### config.mk
export PLATFORM = sky130hd
export DESIGN_NAME = bfx_loop_stack
export DESIGN_NICKNAME = d
export VERILOG_FILES = /design/src/hdl/bfx_pkg.sv /design/src/hdl/bfx_loop_stack.sv
export SDC_FILE = /design/constraint.sdc
export NUM_CORES = 1
export LEC_CHECK = 0
export ABC_AREA = 1
export BUFFER_PORTS_ARGS = -buffer_cell sky130_fd_sc_hd__buf_2
export CORE_ASPECT_RATIO = 0.5
export CORE_MARGIN = 10
export CORE_UTILIZATION = 44
export DETAILED_ROUTE_END_ITERATION = 8
export RECOVER_POWER = 50
export SYNTH_ARGS = -nofsm -noshare
export SYNTH_HDL_FRONTEND = slang
export SYNTH_SLANG_ARGS = --single-unit
### constraint.sdc
create_clock -name aclk -period 3.3 [get_ports aclk]
set_input_delay 0.66 -clock aclk [delete_from_list [all_inputs] [get_ports aclk]]
set_output_delay 0.66 -clock aclk [all_outputs]
set_load 0.005 [all_outputs]
### src/hdl/bfx_pkg.sv
// shared types, instruction codes and limits for the instruction execute unit
package bfx_pkg;

    // instruction bytes
    localparam logic [7:0] CMD_INC   = 8'h2B;
    localparam logic [7:0] CMD_DEC   = 8'h2D;
    localparam logic [7:0] CMD_LEFT  = 8'h3C;
    localparam logic [7:0] CMD_RIGHT = 8'h3E;
    localparam logic [7:0] CMD_OUT   = 8'h2E;
    localparam logic [7:0] CMD_IN    = 8'h2C;
    localparam logic [7:0] CMD_OPEN  = 8'h5B;
    localparam logic [7:0] CMD_CLOSE = 8'h5D;

    localparam int PROGRAM_DEPTH = 4096;
    localparam logic [12:0] NEST_MAX  = 13'd8191;
    localparam logic [23:0] OPS_RESET = 24'd100000;

    typedef enum logic [2:0] {
        ST_OK             = 3'd0,
        ST_OPLIMIT        = 3'd1,
        ST_UNDERFLOW      = 3'd2,
        ST_CLOSE_UNMATCHED = 3'd3,
        ST_OPEN_UNMATCHED = 3'd4,
        ST_TAPE_FULL      = 3'd5,
        ST_STACK_FULL     = 3'd6
    } status_t;

    // loop stack control from the executor
    typedef struct packed {
        logic        push;
        logic        pop;
        logic [11:0] pc;
    } stk_cmd_t;

    // loop stack state seen by the executor
    typedef struct packed {
        logic        empty;
        logic        full;
        logic [11:0] top;
    } stk_stat_t;

    // address after pc, capped at the program size
    function automatic logic [12:0] follow_pc(input logic [11:0] pc);
        logic [12:0] n;
        n = {1'b0, pc} + 13'd1;
        if (n > 13'(PROGRAM_DEPTH)) begin
            n = 13'(PROGRAM_DEPTH);
        end
        return n;
    endfunction

endpackage

### src/hdl/bfx_loop_stack.sv
// loop address stack: entries in a memory, top of stack held in a register
module bfx_loop_stack #(
    parameter int LOOP_DEPTH = 64
) (
    input  logic              aclk,
    input  logic              aresetn,
    input  bfx_pkg::stk_cmd_t cmd,
    output bfx_pkg::stk_stat_t stat
);
    import bfx_pkg::*;

    localparam int AW = (LOOP_DEPTH > 1) ? $clog2(LOOP_DEPTH) : 1;
    localparam int CW = $clog2(LOOP_DEPTH + 1);

    logic [11:0]   stk_mem [LOOP_DEPTH];
    logic [CW-1:0] count_reg;
    logic [11:0]   top_reg;
    logic [11:0]   rd_q_reg;
    logic          sel_mem_reg;
    logic [CW-1:0] below_top;

    // entry under the current top, new top after a pop
    assign below_top = count_reg - CW'(2);

    always_ff @(posedge aclk) begin
        if (cmd.push) begin
            stk_mem[count_reg[AW-1:0]] <= cmd.pc;
        end
        if (cmd.pop && count_reg >= CW'(2)) begin
            rd_q_reg <= stk_mem[below_top[AW-1:0]];
        end
    end

    always_ff @(posedge aclk) begin
        if (!aresetn) begin
            count_reg   <= '0;
            sel_mem_reg <= 1'b0;
        end else if (cmd.push) begin
            count_reg   <= count_reg + CW'(1);
            sel_mem_reg <= 1'b0;
        end else if (cmd.pop) begin
            count_reg   <= count_reg - CW'(1);
            sel_mem_reg <= 1'b1;
        end
    end

    always_ff @(posedge aclk) begin
        if (cmd.push) begin
            top_reg <= cmd.pc;
        end
    end

    assign stat.empty = (count_reg == '0);
    assign stat.full  = (count_reg >= CW'(LOOP_DEPTH));
    assign stat.top   = sel_mem_reg ? rd_q_reg : top_reg;

    a_push_pop_excl: assert property (@(posedge aclk) disable iff (!aresetn)
        !(cmd.push && cmd.pop))
        else $error("push and pop in the same cycle");

    a_count_bound: assert property (@(posedge aclk) disable iff (!aresetn)
        count_reg <= CW'(LOOP_DEPTH))
        else $error("loop stack count beyond depth");

    a_push_full: assert property (@(posedge aclk) disable iff (!aresetn)
        cmd.push |-> !stat.full)
        else $error("push into a full loop stack");

    a_pop_empty: assert property (@(posedge aclk) disable iff (!aresetn)
        cmd.pop |-> !stat.empty)
        else $error("pop from an empty loop stack");

endmodule

# ---- Yosys cells after proc, flatten, opt, wreduce, memory -nomap -nowiden
# Memories as Yosys holds them, arrays and structs flattened. A register that Yosys moved wholly into a read port is not among the register bits.
# Cells that the tools add are included.
dict set report word_totals {
  ff_bits 20
  output_inout_bits 14
  word_cells 19
  ramBits 768
  n_memories 1
}
dict set report op_classes {
  n_addsub 3
  n_bitwise 1
  n_mux 5
  n_reduce_logical 4
  magnitude_cmp 2
}
# memory words width rd rd_clocked_by_memory_dff wr line
set mem_list {}
lappend mem_list {stk_mem 64 12 1 1 1 bfx_loop_stack.sv:15} ;# logic [11:0] stk_mem [LOOP_DEPTH];
# cell count
set ops {}
lappend ops {{$mux 7} 2}
lappend ops {{$mux 12} 1}
lappend ops {{$add 7x1->7 const B} 1}
lappend ops {{$ge 7x2->1 const B} 1}
lappend ops {{$ge 7x7->1 const B} 1}
lappend ops {{$logic_not 7->1} 1}
lappend ops {{$sub 7x1->7 const B} 1}
lappend ops {{$sub 6x2->6 const B} 1}
lappend ops {{$mux 1} 2}
lappend ops {{$reduce_bool 2->1} 1}
lappend ops {{$reduce_or 2->1} 1}
lappend ops {{$logic_and 1x1->1} 1}
lappend ops {{$not 1->1} 1}

# ---- Depth between registers and ports, before layout
dict set report logic_depth {
  depth_word 3
  mapped_depth 13
}

# ---- Least setup slack after synthesis
# No wires, ideal clock.
dict set report synth_path {
  path_type {reg-to-reg}
  startpoint {register count_reg[1]}
  endpoint {register rd_q_reg[2], read port of stk_mem, data pin}
  path_stages_with_launch 14
  t_required_ps 3047
  period_less_slack_ps 2394
  path_buffers 5
  slack_ps 906
  setup_time_ps 253
  t_arrival_ps 2141
  path_cell_list {dfxtp_1 inv_2 buf_2 buf_2 ha_1 buf_2 clkinv_1 buf_2 buf_1 nand3_1 nand3_1 nand3_1 nand3_1 nand2_1}
}
dict set report synth_via {
  elab_chain_len 2
}
# element line
set synth_lines {}
lappend synth_lines {{from (decl)} bfx_loop_stack.sv:16} ;# logic [CW-1:0] count_reg;
lappend synth_lines {{from (signal assigned)} bfx_loop_stack.sv:39} ;# count_reg <= count_reg + CW'(1);
lappend synth_lines {{from (signal assigned)} bfx_loop_stack.sv:42} ;# count_reg <= count_reg - CW'(1);
lappend synth_lines {{$ge 7x2->1} bfx_loop_stack.sv:29} ;# if (cmd.pop && count_reg >= CW'(2)) begin
lappend synth_lines {{$logic_and 1x1->1} bfx_loop_stack.sv:29}
lappend synth_lines {{to (decl)} bfx_loop_stack.sv:18} ;# logic [11:0] rd_q_reg;
# Several ways; a longest one is shown, not always the timed one.
# A chain may end at the register's enable or synchronous reset.

# ---- Worst setup path in the final report
dict set report layout_path {
  startpoint {input cmd[9] (netlist name)}
  endpoint {memory stk_mem[10][9], data pin}
}
# element line
set layout_lines {}
lappend layout_lines {{from (decl)} bfx_loop_stack.sv:7} ;# input bfx_pkg::stk_cmd_t cmd,
lappend layout_lines {{to (decl)} bfx_loop_stack.sv:15}
# No word-level cell before the write port.

==> impl_metrics.json <==
{
  "overflow": 0,
  "area_delta_synth_final_pct": 11.3,
  "skew_ps": 18.2,
  "grt_pass1_vias": 21300,
  "vias_per_cell": 5.33,
  "power_density_mw_per_mm2": 644,
  "whs_path_depth": 3,
  "yosys.area.top_type_share": 0.699,
  "path_clk_slew_ps": 60,
  "crit_path_end_kind": "register",
  "hold_start": "aresetn",
  "cts-root-buf": "clkbuf_16",
  "synth_area_mm2": 0.0340,
  "dieArea_mm2": 0.0895,
  "met3_length_um": 8760,
  "vias": 22600,
  "start_util": 0.448,
  "crit_slowest_cell": "clkbuf_1",
  "power_leakage_nw": 14.9,
  "rsz0062_at_grt": "false",
  "die_w_um": 413,
  "synth_cell_types": 30,
  "r2r-start": "count_reg[0]",
  "nets": 3206,
  "routedWlPerCell_um": 21.9,
  "cpMostUsedCell": "clkbuf_1",
  "cts-resized-gates": 0,
  "m1WireLength_um": 40400,
  "gp_congestion": 0.881,
  "ir_worst_vdd_mv": 0.439,
  "required_ps": 3420,
  "antennaDiodeCount": 0,
  "hp-class": "in2reg",
  "cp_num_buf_inv": 2,
  "grtUsageTotal": 0.205,
  "rows": 71,
  "status": "finished, violations left",
  "cts.path.max_buffers": 3,
  "largest_reg_flops": 768,
  "cp_top_family": "buffers and inverters",
  "grt_start_max_net_pins": 192,
  "maxCapViolations": 12,
  "wirelength_um": 93100,
  "synth_warnings": 0,
  "synth_top_area_cell": "edfxtp_1",
  "yosysSeqAreaShare": 0.704,
  "met2_length_um": 42000,
  "hold_end": "count_reg[6]",
  "io_buffer_count": 29,
  "clk_latency_ps": 640,
  "min_period_ps": 2900,
  "clock.fmax_mhz": 345,
  "path_class": "in2reg",
  "final_layout_size_suffix_gt1_frac": 0.0799,
  "grt_pass1_wl_um": 139000,
  "routed.top_layer": "met4",
  "worst_pin_slew_ps": 2130,
  "drtIter0Drc": 3005,
  "synth.avg_cell_area_um2": 10.9,
  "die_h_um": 217,
  "hold_viol": 0,
  "r2r_slack_ps": 610,
  "cts_inserted_buffers": 74,
  "syn_nets": 3141,
  "coreArea_mm2": 0.0759,
  "drc": 0,
  "max_stage_delay_ps": 1570,
  "path_cells": "clkbuf_1, clkbuf_1",
  "cts-htree-levels": 3,
  "postCtsSetupRepairBufs": 0,
  "ff2ff_path_depth": 11,
  "drt-pass1-iter-count": 5,
  "synth-seq-cells": 800,
  "dp_hpwl_um": 54700,
  "violations": "capacitance limit, slew limit",
  "ctsHoldBuffers": 0,
  "yosys-top-cells-area": "edfxtp_1 (70%), nand2_1 (11%), nand3_1 (7.5%)",
  "fin_crit_sh": 0.877,
  "antenna_left": 0,
  "relSlewSlack": -0.423,
  "worst_r2r_endpoint": "rd_q_reg[1]",
  "syn_inst": 3114,
  "cts_tree": "yes",
  "clock_sinks": 800,
  "slew_viol_final": 478,
  "start_kind": "primary input",
  "ios": 30,
  "setup_viol": 0,
  "final.setup.tns_ps": 0,
  "critPathMaxFanout": 34,
  "antenna_found_initial": 1,
  "final_core_util": 0.499,
  "cp.arrival_ps": 3020
}
cell usage in the layout (no fill, tap or decap), types with 2 or more instances in the layout:
cell	instances
mux2_2	12
buf_2	20
dfxtp_1	6
clkbuf_16	81
ha_1	9
inv_1	278
bufinv_16	5
o21ai_0	77
a21oi_1	12
nand2_1	1005
edfxtp_1	792
inv_2	3
clkinv_2	11
clkbuf_1	41
nor3_1	2
clkbuf_2	6
nand3_1	513
nor2_1	213
dfxtp_4	2
inv_8	2
clkinv_1	13
buf_12	11
buf_4	101
xor2_1	4
metrics by stage:
step	power, mW	area (um^2)	hold WS [ps]	instances	worst slack (ps)
after CTS	24.5	38000	267	4252	494
after global routing	25.2	37900	278	4252	267
after detailed placement	16.1	35700	596	4125	676
after floorplan	14.3	34000	515	3114	906
final	24.4	37900	312	4252	405
after global placement	16.1	35700	609	4125	660
logic make-up after synthesis:
group	Yosys count	synth area share
compound gates	92	0.0138
xor+xnor	6	0.00199
fa+ha+maj	11	0.00427
buf+inv	456	0.0614
flops	800	0.704
mux	12	0.00397
simple gates	1737	0.211
power by group:
group | total (mW) | switching [mW] | internal (mW) | leakage (nW)
Sequential | 11.6 | 0.127 | 11.5 | 7.21
Clock | 8.52 | 3.69 | 4.83 | 1.15
Combinational | 4.30 | 3.19 | 1.11 | 6.52
routing by layer:
metal / up-vias / track usage
met5: - / 0
met4: 0 / 0.0484
met3: 135 / 0.0420
met2: 970 / 0.311
met1: 11000 / 0.300
li1: 10500 / -
cells in the mapped netlist:
library cell  number
clkbuf_1          39
a31oi_1            1
a21oi_1           12
fa_1               1
o2111ai_1          1
nand3b_1           1
nor3_1             2
buf_1             19
a21o_1             1
inv_1            278
clkinv_1           1
nand2_1         1005
buf_8              2
xnor2_2            1
inv_2              5
mux2_2            12
nor4_1             1
buf_4              4
edfxtp_1         792
buf_6             33
nor2_1           213
nand4_1            1
dfxtp_1            8
buf_2             75
xor2_1             4
nand2_2            1
xor2_2             1
nand3_1          513
o21ai_0           77
ha_1              10
how the worst max path moves through the flow:
| stage | from | end | cells past startpoint |
|---|---|---|---|
| after floorplan | count_reg[1] | rd_q_reg[2] | 13 |
| after global placement | count_reg[0] | rd_q_reg[7] | 11 |
| after detailed placement | count_reg[0] | rd_q_reg[10] | 11 |
| after CTS | count_reg[0] | stat[13] | 3 |
| after global routing | cmd[9] | stk_mem[11][9] | 2 |
| final | cmd[9] | stk_mem[10][9] | 2 |
area by class of cell:
cell class	count	area [um^2]
Fill cell	6722	38000
Multi-Input combinational cell	1858	8020
Inverter	284	1080
Timing Repair Buffer	161	1190
Tap cell	1022	1280
Sequential cell	800	24000
Clock inverter	28	249
Clock buffer	99	2090
No activity file was read; power rests on OpenSTA's default activity.
